### src/rtl/image_diff_error_statistics_core_macros.svh
// Assertion macros used by the back stage of the image difference statistics RTL.
// Each macro samples on clk and is disabled while rst is high.
`ifndef IMAGE_DIFF_ERROR_STATISTICS_CORE_MACROS_SVH
`define IMAGE_DIFF_ERROR_STATISTICS_CORE_MACROS_SVH

// Same-cycle implication.
`define IDS_ASSERT_IMP(name, ante, cons, msg) \
  name: assert property (@(posedge clk) disable iff (rst) (ante) |-> (cons)) else $error(msg);

// Next-cycle implication.
`define IDS_ASSERT_NXT(name, ante, cons, msg) \
  name: assert property (@(posedge clk) disable iff (rst) (ante) |=> (cons)) else $error(msg);

`endif

### src/rtl/idestat_pkg.sv
// Shared types, constants and functions for the image difference statistics core.
// No dependencies.
`timescale 1ns / 1ps

package idestat_pkg;

  localparam int unsigned MAX_PIXELS = 16777216;

  localparam int NUM_CH  = 4;
  localparam int CH_W    = 8;
  localparam int COUNT_W = 25;
  localparam int SUM_W   = 32;
  localparam int TOTAL_W = 34;

  localparam int CH_RED   = 0;
  localparam int CH_GREEN = 1;
  localparam int CH_BLUE  = 2;
  localparam int CH_ALPHA = 3;

  localparam logic [COUNT_W-1:0] COUNT_FIELD_MAX = {COUNT_W{1'b1}};
  localparam logic [COUNT_W-1:0] COUNT_CAP =
    (64'(MAX_PIXELS) < 64'(COUNT_FIELD_MAX)) ? COUNT_W'(MAX_PIXELS) : COUNT_FIELD_MAX;

  localparam int QUEUE_DEPTH = 2;
  localparam int QPTR_W      = 1;
  localparam int QCNT_W      = 2;

  typedef struct packed {
    logic [CH_W-1:0] own_red;
    logic [CH_W-1:0] own_green;
    logic [CH_W-1:0] own_blue;
    logic [CH_W-1:0] own_alpha;
    logic [CH_W-1:0] ref_red;
    logic [CH_W-1:0] ref_green;
    logic [CH_W-1:0] ref_blue;
    logic [CH_W-1:0] ref_alpha;
    logic            last_pixel;
  } pixel_t;

  typedef struct packed {
    logic               images_identical;
    logic [COUNT_W-1:0] mismatch_count;
    logic [SUM_W-1:0]   sum_red;
    logic [SUM_W-1:0]   sum_green;
    logic [SUM_W-1:0]   sum_blue;
    logic [SUM_W-1:0]   sum_alpha;
    logic [TOTAL_W-1:0] sum_all;
    logic [CH_W-1:0]    peak_red;
    logic [CH_W-1:0]    peak_green;
    logic [CH_W-1:0]    peak_blue;
    logic [CH_W-1:0]    peak_alpha;
    logic [CH_W-1:0]    peak_all;
  } result_t;

  typedef struct packed {
    logic [NUM_CH-1:0][CH_W-1:0] err;
    logic                        differs;
    logic                        last;
  } cls_t;

  typedef struct packed {
    logic [COUNT_W-1:0]           count;
    logic [NUM_CH-1:0][SUM_W-1:0] sums;
    logic [NUM_CH-1:0][CH_W-1:0]  peaks;
  } stat_t;

  function automatic logic [CH_W-1:0] abs_diff(input logic [CH_W-1:0] a,
                                               input logic [CH_W-1:0] b);
    return (a >= b) ? (a - b) : (b - a);
  endfunction

  function automatic logic [CH_W-1:0] max8(input logic [CH_W-1:0] a,
                                           input logic [CH_W-1:0] b);
    return (a > b) ? a : b;
  endfunction

endpackage

### src/rtl/idestat_front.sv
// Front stage: turns a pixel pair into per-channel absolute errors and a mismatch flag.
// Depends on idestat_pkg.
`timescale 1ns / 1ps

module idestat_front import idestat_pkg::*; (
  input  pixel_t pixel,
  output cls_t   cls
);

  always_comb begin
    cls.err[CH_RED]   = abs_diff(pixel.own_red,   pixel.ref_red);
    cls.err[CH_GREEN] = abs_diff(pixel.own_green, pixel.ref_green);
    cls.err[CH_BLUE]  = abs_diff(pixel.own_blue,  pixel.ref_blue);
    cls.err[CH_ALPHA] = abs_diff(pixel.own_alpha, pixel.ref_alpha);
    cls.differs       = |cls.err;
    cls.last          = pixel.last_pixel;
  end

endmodule

### src/rtl/idestat_queue.sv
// Two-entry queue of classified pixel pairs between the front and back stages.
// Depends on idestat_pkg.
`timescale 1ns / 1ps

module idestat_queue import idestat_pkg::*; (
  input  logic clk,
  input  logic rst,
  input  logic wr_en,
  input  cls_t wr_data,
  output logic full,
  input  logic rd_en,
  output cls_t rd_data,
  output logic valid
);

  cls_t              mem [QUEUE_DEPTH];
  logic [QPTR_W-1:0] wr_ptr;
  logic [QPTR_W-1:0] rd_ptr;
  logic [QCNT_W-1:0] cnt;
  logic              do_wr;
  logic              do_rd;

  assign full    = (cnt == QCNT_W'(QUEUE_DEPTH));
  assign valid   = (cnt != '0);
  assign do_wr   = wr_en && !full;
  assign do_rd   = rd_en && valid;
  assign rd_data = mem[rd_ptr];

  always_ff @(posedge clk) begin
    if (do_wr) begin
      mem[wr_ptr] <= wr_data;
    end
  end

  always_ff @(posedge clk) begin
    if (rst) begin
      wr_ptr <= '0;
      rd_ptr <= '0;
      cnt    <= '0;
    end else begin
      if (do_wr) begin
        wr_ptr <= wr_ptr + QPTR_W'(1);
      end
      if (do_rd) begin
        rd_ptr <= rd_ptr + QPTR_W'(1);
      end
      unique case ({do_wr, do_rd})
        2'b10:   cnt <= cnt + QCNT_W'(1);
        2'b01:   cnt <= cnt - QCNT_W'(1);
        default: cnt <= cnt;
      endcase
    end
  end

endmodule

### src/rtl/idestat_back.sv
// Back stage: saturating accumulators and the result register.
// Depends on idestat_pkg and image_diff_error_statistics_core_macros.svh.
`timescale 1ns / 1ps
`include "image_diff_error_statistics_core_macros.svh"

module idestat_back import idestat_pkg::*; (
  input  logic  clk,
  input  logic  rst,
  input  cls_t  head,
  input  logic  head_valid,
  output logic  take,
  output stat_t stat,
  output logic  out_valid,
  input  logic  pop
);

  logic [COUNT_W-1:0]           mismatch_acc;
  logic [NUM_CH-1:0][SUM_W-1:0] sum_acc;
  logic [NUM_CH-1:0][CH_W-1:0]  peak_acc;

  logic [COUNT_W-1:0]           mismatch_next;
  logic [NUM_CH-1:0][SUM_W-1:0] sum_next;
  logic [NUM_CH-1:0][CH_W-1:0]  peak_next;
  logic [NUM_CH-1:0][SUM_W:0]   sum_ext;
  logic                         finish;

  assign take   = head_valid && (!head.last || !out_valid || pop);
  assign finish = take && head.last;

  always_comb begin
    if (head.differs && (mismatch_acc < COUNT_CAP)) begin
      mismatch_next = mismatch_acc + COUNT_W'(1);
    end else begin
      mismatch_next = mismatch_acc;
    end
    for (int c = 0; c < NUM_CH; c++) begin
      sum_ext[c]   = {1'b0, sum_acc[c]} + (SUM_W+1)'(head.err[c]);
      sum_next[c]  = sum_ext[c][SUM_W] ? {SUM_W{1'b1}} : sum_ext[c][SUM_W-1:0];
      peak_next[c] = max8(head.err[c], peak_acc[c]);
    end
  end

  always_ff @(posedge clk) begin
    if (rst) begin
      mismatch_acc <= '0;
      sum_acc      <= '0;
      peak_acc     <= '0;
      out_valid    <= 1'b0;
    end else begin
      if (finish) begin
        mismatch_acc <= '0;
        sum_acc      <= '0;
        peak_acc     <= '0;
        out_valid    <= 1'b1;
      end else begin
        if (take) begin
          mismatch_acc <= mismatch_next;
          sum_acc      <= sum_next;
          peak_acc     <= peak_next;
        end
        if (pop) begin
          out_valid <= 1'b0;
        end
      end
    end
  end

  always_ff @(posedge clk) begin
    if (finish) begin
      stat.count <= mismatch_next;
      stat.sums  <= sum_next;
      stat.peaks <= peak_next;
    end
  end

  `IDS_ASSERT_IMP(a_count_cap, 1'b1, mismatch_acc <= COUNT_CAP, "mismatch count above cap")
  `IDS_ASSERT_IMP(a_clean_when_no_mismatch, mismatch_acc == '0,
    (sum_acc == '0) && (peak_acc == '0), "error accumulated without a mismatch")
  `IDS_ASSERT_NXT(a_finish_clears, finish,
    out_valid && (mismatch_acc == '0) && (sum_acc == '0), "last pair did not close the image")

endmodule

### src/rtl/image_diff_error_statistics_core.sv
// Image difference statistics core: one RGBA8888 pixel pair per clock in while
// full is low, one statistics transaction out per image.
// Depends on idestat_pkg and the front, queue and back modules.
// A pixel pair pushed while full is low is accepted every clock cycle, and its
// per-channel absolute errors are computed in the same cycle and written into a
// two-entry queue. The back stage drains that queue at one pair per cycle, save
// while a last pair is held, with a saturating add and compare per channel. The
// transaction for an image is registered when the back stage takes its last pair,
// and stays until popped. A later last pair waits at the head of the queue only
// while that transaction is still unread; the pairs behind it wait too, and full
// rises once the queue holds two. No clearing pass is needed after reset.
`timescale 1ns / 1ps

module image_diff_error_statistics_core import idestat_pkg::*; (
  input  logic    clk,
  input  logic    rst,
  input  logic    push,
  output logic    full,
  input  pixel_t  pixel,
  input  logic    pop,
  output logic    empty,
  output result_t result
);

  cls_t  front_cls;
  cls_t  head;
  logic  head_valid;
  logic  take;
  stat_t stat;
  logic  out_valid;

  idestat_front u_front (
    .pixel (pixel),
    .cls   (front_cls)
  );

  idestat_queue u_queue (
    .clk     (clk),
    .rst     (rst),
    .wr_en   (push),
    .wr_data (front_cls),
    .full    (full),
    .rd_en   (take),
    .rd_data (head),
    .valid   (head_valid)
  );

  idestat_back u_back (
    .clk        (clk),
    .rst        (rst),
    .head       (head),
    .head_valid (head_valid),
    .take       (take),
    .stat       (stat),
    .out_valid  (out_valid),
    .pop        (pop)
  );

  assign empty = !out_valid;

  always_comb begin
    result.images_identical = (stat.count == '0);
    result.mismatch_count   = stat.count;
    result.sum_red          = stat.sums[CH_RED];
    result.sum_green        = stat.sums[CH_GREEN];
    result.sum_blue         = stat.sums[CH_BLUE];
    result.sum_alpha        = stat.sums[CH_ALPHA];
    result.sum_all          = TOTAL_W'(stat.sums[CH_RED]) + TOTAL_W'(stat.sums[CH_GREEN])
                            + TOTAL_W'(stat.sums[CH_BLUE]) + TOTAL_W'(stat.sums[CH_ALPHA]);
    result.peak_red         = stat.peaks[CH_RED];
    result.peak_green       = stat.peaks[CH_GREEN];
    result.peak_blue        = stat.peaks[CH_BLUE];
    result.peak_alpha       = stat.peaks[CH_ALPHA];
    result.peak_all         = max8(max8(stat.peaks[CH_RED], stat.peaks[CH_GREEN]),
                                   max8(stat.peaks[CH_BLUE], stat.peaks[CH_ALPHA]));
  end

endmodule

### config.mk
export PLATFORM = sky130hd
export DESIGN_NAME = image_diff_error_statistics_core
export DESIGN_NICKNAME = d
export VERILOG_FILES = /design/src/rtl/idestat_pkg.sv /design/src/rtl/idestat_front.sv /design/src/rtl/idestat_queue.sv /design/src/rtl/idestat_back.sv /design/src/rtl/image_diff_error_statistics_core.sv
export VERILOG_INCLUDE_DIRS = /design/src /design/src/rtl
export SDC_FILE = /design/constraint.sdc
export NUM_CORES = 1
export LEC_CHECK = 0
export BUFFER_PORTS_ARGS = -buffer_cell sky130_fd_sc_hd__buf_2
export CAP_MARGIN = 20
export CORE_MARGIN = 5
export CORE_UTILIZATION = 55
export CTS_CLUSTER_DIAMETER = 30
export DETAILED_ROUTE_END_ITERATION = 10
export GPL_ROUTABILITY_DRIVEN = 0
export GPL_TIMING_DRIVEN = 0
export PLACE_DENSITY = 0.75
export SKIP_CTS_REPAIR_TIMING = 1
export SLEW_MARGIN = 20
export SYNTH_ARGS = -nofsm -noshare
export SYNTH_HDL_FRONTEND = slang
export SYNTH_HIERARCHICAL = 1
export SYNTH_SLANG_ARGS = --single-unit
### constraint.sdc
create_clock -name clk -period 8.51 [get_ports clk]
set_input_delay 0.4255 -clock clk [delete_from_list [all_inputs] [get_ports clk]]
set_output_delay 0.4255 -clock clk [all_outputs]
set_load 0.02 [all_outputs]
==> run metrics <==
outcome=complete, no violations; 1st-iter DRT viols=2405; WL/cell=20.9 microns; H-tree Lvls=3; final wirelength=85300 microns; kind of critical path=flip-flop to primary output; Worst Hold Class=primary input to flip-flop; total CTS buffers=75; DRC Markers=0; post-route cell area=33600 sq um; worst endpoint required time=8080 ps; CORE AREA=51400 sq um; fmax=198 MHz; Yosys top cell area share=0.266; Die Ht=238 microns; Final HPWL DP=65900 microns; final setup margin=3450 ps; via/cell ratio=6.02; initial antenna violation count=1; Pre-antenna DRT Iters=6; Tightest Pin Transition=1200 ps; share of flip-flops with an asynchronous set or reset=0; overall power after layout=0.0159 W; Hold Path Origin=pixel[0]; CTS tree=done; Clock transition at path regs=50 ps; Max Clock Skew=26.6 ps; Max FO, Critical Path=3; # setup viols final=0; GRT overflow=0; Syn Nets=3282; Synth area leaders=edfxtp_1 27%, dfxtp_1 13%, ha_1 8.0%; Cell variety after synth=115; port bufs=297; Yosys reg bits=444; max-cap violations=0; pin count of the biggest net entering global routing=60; Clock Path Buffers=3; Top FF cell, synth=edfxtp_1; Area Overhead vs Synth=17.6%; # diodes=0; Post-Syn Area=28600 sq um; final worst path period need=5060 ps; fin. max-slew vios=0; Placed Area=31000 sq um; P per Cell Area=474 nW/um^2; first-pass GRT wire length=131000 microns; Overall Global Routing Usage=0.290; Place WS=4000 ps; total clock sinks=444; Ys Warns=6; detailed-route via count=24500; worst path arrival time=4630 ps; dominant cell type by area after synthesis=edfxtp_1; sequential share of the synthesized area=0.400; mean post-synth cell area=9.67 sq um; Worst setup SP type=flip-flop; Post-Syn Instances=2954; Rows=83; DIE AREA=56600 sq um; antenna viol nets, final=0; RSZ-0062 raised after global routing=false; CP startpoint=u_back/stat[33]; Root Driver=clkbuf_16; Top Ports=299; vias in the first global route=24100; Clock Latency Late Sink=600 ps; initial core utilization=0.556; Post-Route Utilization=0.654; Leak=14.4 nW; nets=3660; critical path endpoint category=primary output; share of cells above drive strength 1=0.180; EDFF count, synth=253; Max VDD drop=418 uV; chip width=238 microns; Final Hold Fails=0; final worst path period share=0.594; relative slew slack=0.197
-- sequential cells by signal, indices dropped and copies added, names as in the netlist, named ones only --
name,flops
u_back/stat,185
u_back/sum_acc,128
u_queue/mem,68
u_back/peak_acc,32
u_back/mismatch_acc,25
u_queue/cnt,2
u_back/out_valid,1
u_queue/rd_ptr,1
u_queue/wr_ptr,1
-- cells in the final DEF (no fill, tap or decap), types with 55 or more instances in the layout --
cell	netlist	layout
buf_2	36	333
xor2_1	82	82
o21ai_0	117	117
fa_1	76	76
nand2_1	257	257
mux2i_1	55	55
inv_1	327	326
ha_1	183	183
dfxtp_1	191	191
clkbuf_16	0	76
xnor2_1	105	105
edfxtp_1	253	253
a21oi_1	172	172
nor3_1	76	76
nand3_1	91	91
clkbuf_1	64	71
nor2_1	185	185
-- metal layers --
| layer | global-route usage | part of all wire |
|---|---|---|
| met5 | 0 | 0 |
| met2 | 0.477 | 0.47 |
| met3 | 0.0469 | 0.089 |
| met4 | 0.155 | 0.057 |
| met1 | 0.370 | 0.39 |
-- power by group --
group | switching, W | internal (W) | total [W]
Clock | 0.00110 | 0.00196 | 0.00306
Combinational | 0.00627 | 0.00330 | 0.00957
Sequential | 0.000337 | 0.00296 | 0.00330
-- worst max-delay path, stage by stage, from the launching register on --
cell	delay, ps
edfxtp_1	350
inv_1	60
fa_1	530
inv_1	50
fa_1	450
ha_1	240
fa_1	420
a21oi_1	280
o211ai_1	190
a21oi_2	360
a2bb2oi_2	160
o221ai_2	260
o21ai_1	150
a311o_1	370
buf_2	170
-- cell usage after synthesis (all sizes together), types with 23 or more instances --
master / instances
fa: 76
dfxtp: 191
xnor2: 105
o211ai: 23
inv: 328
nor2: 188
clkbuf: 68
and3: 42
xor2: 83
nor3: 81
o21a: 27
a21oi: 178
nand4: 52
and2: 28
a21o: 38
o31ai: 24
buf: 55
nand3: 92
ha: 183
a211oi: 28
a31oi: 50
a311oi: 28
mux2: 69
nand2: 260
mux2i: 56
edfxtp: 253
o21ai: 136
-- layout make-up --
cell class / instances / area (sq um)
inverters: 329 / 1230
clock inverters: 55 / 626
clock buffers: 85 / 1960
flip-flops and latches: 444 / 11400
fillers: 3997 / 17800
repair buffers: 301 / 1590
plain buffers: 123 / 564
multi-input cells: 2058 / 15400
well taps: 680 / 851
-- final timing paths --
| path | to | slack (ps) | cells past startpoint |
|---|---|---|---|
| worst max-delay path | result[73] | 3450 | 14 |
| worst min-delay path | u_queue/mem[1][0] | 30 | 1 |
| worst max register to register | u_queue/cnt[1] | 3920 | 12 |
| worst min register to register | u_back/sum_acc[100] | 470 | 2 |
-- stage by stage --
| stage | setup TNS, ps | hold slack (ps) | cells |
|---|---|---|---|
| global placement | -116330 | 452 | 3931 |
| finish | 0 | 34.8 | 4075 |
| global route | 0 | 26.9 | 4075 |
| CTS | 0 | 7.00 | 4075 |
| floorplan | 0 | 440 | 2954 |
| detailed placement | 0 | 465 | 3935 |
-- logic make-up after synthesis --
family,after synthesis,synth area share
adder cells (fa/ha/maj),259,0.133
buffers and inverters,452,0.0630
XOR/XNOR,188,0.0579
AND/OR/NAND/NOR,859,0.150
multiplexers,125,0.0469
flip-flops,444,0.400
AO/OA/AOI/OAI,627,0.149
(Power assumes the default switching activity.)
